[src/rtl/assert_macros.svh]
// Assertion helpers. Define ASSERT_OFF to compile them out.
`ifndef ASSERT_MACROS_SVH
`define ASSERT_MACROS_SVH

`ifndef ASSERT_OFF

`define ASSERT_IMPL(lbl, clk, rstn, ante, cons) \
  lbl: assert property (@(posedge clk) disable iff (!rstn) (ante) |-> (cons)) \
    else $error("assertion failed");

`define ASSERT_NEVER(lbl, clk, rstn, cond) \
  lbl: assert property (@(posedge clk) disable iff (!rstn) !(cond)) \
    else $error("assertion failed");

`else

`define ASSERT_IMPL(lbl, clk, rstn, ante, cons)

`define ASSERT_NEVER(lbl, clk, rstn, cond)

`endif

`endif

[src/rtl/spa_pkg.sv]
package spa_pkg;

  localparam int INT_BITS  = 16;
  localparam int FRAC_BITS = 8;
  localparam int LEN_W     = INT_BITS + FRAC_BITS;
  localparam int SUM_W     = LEN_W + 2;
  localparam int PERIM_W   = 27;
  localparam int AREA_W    = 42;
  localparam int PI_FRAC   = 30;
  localparam logic [31:0] PI_Q = 32'd3373259426;
  localparam int PR_W      = 32 + LEN_W;
  localparam int RAD_W     = 4 * SUM_W;
  localparam int ROOT_W    = RAD_W / 2;
  localparam int REM_W     = ROOT_W + 2;
  localparam int CELLS     = ROOT_W;
  localparam int LATENCY   = CELLS + 6;

  localparam logic [1:0] MODE_TRI  = 2'd0;
  localparam logic [1:0] MODE_RECT = 2'd1;
  localparam logic [1:0] MODE_CIRC = 2'd2;

  localparam logic [1:0] ST_OK    = 2'd0;
  localparam logic [1:0] ST_ZERO  = 2'd1;
  localparam logic [1:0] ST_NOTRI = 2'd2;

  typedef struct packed {
    logic [1:0]       mode;
    logic [LEN_W-1:0] side_a;
    logic [LEN_W-1:0] side_b;
    logic [LEN_W-1:0] side_c;
  } spa_in_t;

  typedef struct packed {
    logic [PERIM_W-1:0] perimeter;
    logic [AREA_W-1:0]  surface;
    logic [1:0]         status;
  } spa_out_t;

  typedef struct packed {
    logic              is_tri;
    spa_out_t          res;
    logic [RAD_W-1:0]  rad;
    logic [ROOT_W-1:0] root;
    logic [REM_W-1:0]  rem;
  } spa_cell_t;

endpackage

[src/rtl/spa_sqrt_cell.sv]
module spa_sqrt_cell import spa_pkg::*; (
  input  logic      clk_i,
  input  logic      rst_ni,
  input  logic      vld_i,
  input  spa_cell_t cell_i,
  output logic      vld_o,
  output spa_cell_t cell_o
);

  logic [REM_W+1:0] cur, trial;
  logic             ge;
  logic             vld_q;
  spa_cell_t        cell_q;

  // one root bit per cell, two radicand bits consumed
  assign cur   = {cell_i.rem, cell_i.rad[RAD_W-1 -: 2]};
  assign trial = (REM_W+2)'({cell_i.root, 2'b01});
  assign ge    = cur >= trial;

  always_ff @(posedge clk_i or negedge rst_ni) begin
    if (!rst_ni) begin
      vld_q <= 1'b0;
    end else begin
      vld_q <= vld_i;
    end
  end

  always_ff @(posedge clk_i) begin
    cell_q.is_tri <= cell_i.is_tri;
    cell_q.res    <= cell_i.res;
    cell_q.rad    <= cell_i.rad << 2;
    cell_q.root   <= {cell_i.root[ROOT_W-2:0], ge};
    cell_q.rem    <= ge ? REM_W'(cur - trial) : REM_W'(cur);
  end

  assign vld_o  = vld_q;
  assign cell_o = cell_q;

endmodule

[config.mk]
export PLATFORM = sky130hd
export DESIGN_NAME = spa_sqrt_cell
export DESIGN_NICKNAME = d
export VERILOG_FILES = /design/src/rtl/assert_macros.svh /design/src/rtl/spa_pkg.sv /design/src/rtl/spa_sqrt_cell.sv
export SDC_FILE = /design/constraint.sdc
export NUM_CORES = 1
export LEC_CHECK = 0
export CAP_MARGIN = 10
export CORE_AREA = 2 2 224 226
export CTS_CLUSTER_SIZE = 12
export DETAILED_ROUTE_END_ITERATION = 16
export DIE_AREA = 0 0 226 228
export DONT_BUFFER_PORTS = 1
export PLACE_DENSITY = 0.38
export SYNTH_ARGS = -nofsm -noshare
export SYNTH_HDL_FRONTEND = slang
export SYNTH_SLANG_ARGS = --single-unit
[constraint.sdc]
create_clock -name clk_i -period 0.8 [get_ports clk_i]
set_input_delay 0.04 -clock clk_i [delete_from_list [all_inputs] [get_ports clk_i]]
set_output_delay 0.04 -clock clk_i [all_outputs]
set_load 0.01 [all_outputs]
==> results of run 1 <==
## layout make-up
| class | count | area, µm² |
|---|---|---|
| well taps | 672 | 841 |
| inverters | 68 | 318 |
| flip-flops and latches | 281 | 6200 |
| fillers | 4930 | 31100 |
| clock inverters | 16 | 188 |
| diodes | 3 | 7.51 |
| clock buffers | 46 | 978 |
| repair buffers | 532 | 4910 |
| multi-input cells | 500 | 4850 |
## per-layer routing
layer	global-route usage, %	part of all wire, %
met4	4.57	2.3
met3	6.18	7.8
met2	33.6	52
met1	19.5	38
met5	1.14	0.15
## where the power goes
part / total [mW] / internal [mW] / switching [mW]
Combinational: 8.31 / 4.97 / 3.34
Sequential: 17.1 / 15.5 / 1.57
Clock: 16.3 / 9.65 / 6.66
Total: 41.7 / 30.2 / 11.6
## cell families (layout without fill, tap and decap cells)
family | count (synthesis) | in the layout | synth area share (%)
buf+inv | 104 | 662 | 5.33
mux | 48 | 48 | 7.10
xor+xnor | 52 | 52 | 4.54
fa+ha+maj | 54 | 54 | 6.74
compound gates | 178 | 178 | 12.0
flops | 281 | 281 | 56.2
other cells | 1 | 5 | 0.0374
simple gates | 166 | 166 | 8.14
## path summary, 6_finish.rpt
path	from	endpoint
worst max-delay path	cell_i[101]	cell_o[37]$_DFF_P_
min in group asynchronous	rst_ni	vld_o$_DFF_PN0_
worst min-delay path	cell_i[1]	cell_o[3]$_DFF_P_
max in group asynchronous	rst_ni	vld_o$_DFF_PN0_
## worst max-delay path, cell delays in order
cell       delay [ns]
inv_12           0.01
ha_4             0.22
a21o_1           0.16
a21o_1           0.17
a21oi_2          0.18
o2111ai_2        0.17
buf_6            0.16
a31oi_4          0.15
o2111ai_4        0.14
and2_4           0.24
buf_12           0.15
clkbuf_16        0.17
mux2_4           0.30
## Yosys cell counts, types with 4 or more instances
master    instances  area, µm²
nor2b_1           5       31.3
o211ai_1          4       30.0
a21oi_1          56        280
nand3_1          10       50.1
nor2_1           42        158
o21ai_0          21        105
a31oi_1           9       56.3
nand2b_1          4       25.0
clkbuf_1         10       37.5
o21ai_1           7       35.0
o211a_1           4       40.0
xor2_1           17        149
buf_4             7       52.6
buf_12            5        100
nor4_1            5       31.3
and3_1            4       25.0
nor3_1            9       45.0
buf_2            10       50.1
mux2_4           46        691
inv_1            68        255
nand4_1          25        156
nand2_1          47        176
ha_1             54        676
a21o_1           23        173
o21a_1            8       60.1
dfxtp_1         280       5610
o21bai_1          9       67.6
xnor2_1          35        307
## metrics by stage
step           setup WS (ns)  util (%)  hold slack (ns)  area, µm²  TNS, ns
3_3_place_gp           -1.78      25.1           -0.256      12400   -92.28
5_1_grt                -1.10      37.1           -0.400      18300  -105.00
3_5_place_dp           -1.78      25.1           -0.256      12400   -92.40
4_1_cts               -0.995      36.1           -0.521      17800  -100.04
2_1_floorplan          -1.40         -           -0.256      10300   -75.56
6_report               -1.03      37.1           -0.369      18300   -91.83
## state kept, by name, indices dropped and copies added, names as in the netlist
register / flops
vld_o: 1
cell_o: 280
## what timing repair did
| action | in CTS | in global routing |
|---|---|---|
| setup endpoints to repair | 336 | 336 |
| resized for setup | 507 | 53 |
| cloned | 2 | 3 |
| hold endpoints to repair | 281 | 24 |
| hold buffers | 262 | 15 |
| setup buffers | 35 | 13 |
| pin swaps | 63 | 29 |
==> results.ini, run 1 <==
[status]
status=finished, violations left
violations=hold timing, setup timing

[sta]
setup_viol=336
slew_violations=0
holdWs_ns=-0.369
rsz0062_at_grt=yes
hold_viol_final=12
max_freq_mhz=548
worst_pin_slew_ns=0.619
finalCritPeriodShare_pct=228
slew_headroom_pct=57.6
worst_slack_ns=-1.03
min_period_ns=1.83

[grt]
grt_pass1_wl_um=66600
grt_usage_pct=18.2
grt-ovfl-total=0
grt_max_degree=21
grt_pass1_vias=9259
antenna_found_initial=5

[setup_path]
crit_required_ns=1.24
critPathKind=input port to flip-flop
crit_path_start_kind=input port
crit_fanout=6
cp-end-kind=flip-flop
arrival_ns=2.26

[drt]
first_pass_iters=4
wire_per_inst_um=23.2
routed_wl_um=49200
drtIter0Drc=231
vias=8560
drcViolationCount=0
postRouteAntennaNets=0
vias_per_cell=4.04

[floorplanning]
rows=82
start_util_pct=20.3
ios=568
coreArea_mm2=0.0493
dieHeight_um=228
die-area_mm2=0.0515
die_w_um=226

[layout]
layout_common_cells=dlygate4sd3_1 (277), buf_4 (226), dfxtp_2 (192)
instances_no_fill=2118
final_common_cell=dlygate4sd3_1
syn_to_final_growth_pct=82.5
nNetsFinal=1757
drive_gt1_share_pct=54.5

[placement]
hpwl_um=36900
io_buffer_count=0
place.gp.congestion=0.912
dp.cells=1724

[run]
drv_cap=0

[synthesis]
synth_cells=884
synth_edf_count=0
ys.flop_type=dfxtp_1
yosysWarningCount=0
syn-mean-instance-area_um2=11.3
ys_ff_latch=281
synth-async-reset-ratio_pct=0.356
ys_seq_area_share_pct=56.2
netlist_area_mm2=0.0100
synth.distinct_cells=68

[power]
finalPower_mw=41.7
leakage_nw=7.67
ir_drop_mv=1.38
power.density_mw_per_mm2=2280

[clock_network]
clock_path_buffers=3
cts_max_level=2
cts_buffers=35
clk_pin_slew_ns=0.06
cts.sinks=281
cts_root_buf=clkbuf_16
cts_tree=done

[hold_path]
hold_class=input port to flip-flop
whs_path_depth=1

(Power assumes the default switching activity.)
==> inputs of run 2 (changes only) <==
- SKIP_CTS_REPAIR_TIMING: default -> 1
==> run 2 against run 1 <==
Effect of this change: the flow still finishes with violations (hold timing, setup timing); largest cell class unchanged; first-iteration DRC count is 17% higher; global-route usage is 1.7 points lower; critical endpoint is now cell_o[28]$_DFF_P_; sequential cell count stayed put.
==> results.ini, run 2 (same netlist as run 1, synthesis figures left out) <==
[sta]
slew_violations=0  ; unchanged
holdWs_ns=-0.369  ; about the same
min_period_ns=1.86  ; was 1.83 ns
worst_pin_slew_ns=0.606  ; was 0.619 ns
max_freq_mhz=537  ; was 548 MHz
slew_headroom_pct=58.6  ; was 57.6%
rsz0062_at_grt=yes  ; unchanged
finalSetupTns_ns=-94.84  ; was -91.83 ns
finalCritPeriodShare_pct=233  ; was 228%
setup_viol=336  ; unchanged
hold_viol_final=15  ; was 12
worst_slack_ns=-1.06  ; was -1.03 ns

[floorplanning]
die-area_mm2=0.0515  ; unchanged
dieHeight_um=228  ; unchanged
start_util_pct=20.3  ; unchanged
coreArea_mm2=0.0493  ; unchanged
ios=568  ; unchanged
rows=82  ; unchanged
die_w_um=226  ; unchanged

[drt]
vias=8463  ; was 8560
wire_per_inst_um=23.4  ; was 23.2 µm
routed_wl_um=49100  ; was 49200 µm
first_pass_iters=4  ; unchanged
drtIter0Drc=271  ; was 231
drcViolationCount=0  ; unchanged
postRouteAntennaNets=0  ; unchanged
vias_per_cell=4.04  ; about the same

[power]
switching_share_pct=27.6  ; was 27.7%
leakage_nw=7.54  ; was 7.67 nW
power.density_mw_per_mm2=2310  ; was 2280 mW/mm²
finalPower_mw=41.5  ; was 41.7 mW
internal_power_mw=30.0  ; was 30.2 mW
power_frac_comb_pct=19.4  ; was 19.9%
p_switching_mw=11.4  ; was 11.6 mW
ir_drop_mv=1.35  ; was 1.38 mV
power_frac_seq_pct=41.3  ; was 41.0%
p_clk_share_pct=39.3  ; was 39.1%

[clock_network]
clock_path_buffers=3  ; unchanged
cts_buffers=35  ; unchanged
cts.sinks=281  ; unchanged
cts_max_level=2  ; unchanged
clk_pin_slew_ns=0.06  ; about the same
cts_tree=done  ; unchanged
cts_root_buf=clkbuf_16  ; unchanged

[layout]
syn_to_final_growth_pct=78.9  ; was 82.5%
final_common_cell=dlygate4sd3_1  ; unchanged
layout_common_cells=dlygate4sd3_1 (272), buf_4 (213), dfxtp_2 (198)  ; was dlygate4sd3_1 (277), buf_4 (226), dfxtp_2 (192)
nNetsFinal=1733  ; was 1757
final_area_mm2=0.0179  ; was 0.0183 mm²
largest_reg_flops=280  ; unchanged
drive_gt1_share_pct=52.7  ; was 54.5%

[grt]
grt_pass1_wl_um=59200  ; was 66600 µm
grt_pass1_vias=7659  ; was 9259
grt_max_degree=21  ; unchanged
grt-ovfl-total=0  ; unchanged
grt_usage_pct=16.5  ; was 18.2%
antenna_found_initial=6  ; was 5

[setup_path]
crit_path_end=cell_o[28]$_DFF_P_  ; was cell_o[37]$_DFF_P_
crit_fanout=5  ; was 6
cp_top_family=simple AND/OR/NAND/NOR gates  ; was compound AO/OA/AOI/OAI gates
slowest_stage=nor4_2  ; was mux2_4
critPathKind=input port to flip-flop  ; unchanged
crit_path_start_kind=input port  ; unchanged
cp.depth=12  ; was 13
cp-end-kind=flip-flop  ; unchanged
crit_required_ns=1.23  ; was 1.24 ns
cp-startpoint=cell_i[84]  ; was cell_i[101]
slowest_delay_ns=0.34  ; was 0.30 ns
path_cells=inv_1 > ha_4 > nand4_1 > nor4_2 > buf_4 > buf_6 > a31oi_4 > o2111ai_4 > and2_4 > buf_8 > clkbuf_16 > mux2_4  ; was inv_12 > ha_4 > a21o_1 > a21o_1 > a21oi_2 > o2111ai_2 > buf_6 > a31oi_4 > o2111ai_4 > and2_4 > buf_12 > clkbuf_16 > mux2_4
path_buf_inv=5  ; was 4
arrival_ns=2.29  ; was 2.26 ns

[run]
drv_cap=0  ; unchanged

[placement]
io_buffer_count=0  ; unchanged
place.gp.congestion=0.912  ; unchanged
hpwl_um=36900  ; unchanged
place_area_mm2=0.0124  ; unchanged

[status]
violations=hold timing, setup timing  ; unchanged
status=finished, violations left  ; unchanged

[hold_path]
hold_class=input port to flip-flop  ; unchanged

[run 2: changes by cell type in the layout (fill, tap and decap cells not counted), sizes merged]
cell and change:
buf -21, clkbuf +2, diode +2, dlygate4sd3 -5
[run 2: how the worst min path moves through the flow]
stage / end / depth (start not counted) / startpoint / slack (ns)
finish: cell_o[3]$_DFF_P_ / 1 / cell_i[1] / -0.37
global route: cell_o[3]$_DFF_P_ / 1 / cell_i[1] / -0.40
CTS: vld_o$_DFF_PN0_ / 0 / rst_ni / -0.85
detailed placement: vld_o$_DFF_PN0_ / 0 / rst_ni / -0.26
global placement: vld_o$_DFF_PN0_ / 0 / rst_ni / -0.26
floorplan: vld_o$_DFF_PN0_ / 0 / rst_ni / -0.26
[run 2: power by group through the flow]
stage / Sequential, mW / Clock (mW) / Combinational, mW
after global routing: 17.2 / 17.4 / 8.73
after global placement: 17.3 / 0 / 5.87
after detailed placement: 17.3 / 0 / 5.86
after CTS: 17.0 / 16.8 / 5.90
after floorplan: 16.6 / 0 / 3.78
final: 17.1 / 16.3 / 8.06
[run 2: metal layers]
metal	vias to the layer above	share of wire [%]	track usage (%)
met5	-	0.14	1.23
met1	4012	39	16.7
met4	4	1.5	3.91
met3	47	7.5	8.22
li1	4063	-	-
met2	337	52	29.8
[run 2: cell type report]
| class | instances | area, µm² |
|---|---|---|
| clock buffers | 46 | 978 |
| flip-flops and latches | 281 | 6180 |
| repair buffers | 508 | 4720 |
| inverters | 68 | 288 |
| well taps | 672 | 841 |
| multi-input cells | 500 | 4730 |
| clock inverters | 16 | 188 |
| diodes | 5 | 12.5 |
| fillers | 4975 | 31400 |
[run 2: stage by stage]
stage | utilization (%) | cells | setup WS [ns]
floorplan | - | 885 | -1.40
global placement | 25.1 | 1724 | -1.78
detailed placement | 25.1 | 1724 | -1.78
CTS | 27.5 | 1786 | -1.19
global route | 36.3 | 2094 | -1.12
finish | 36.4 | 2096 | -1.06
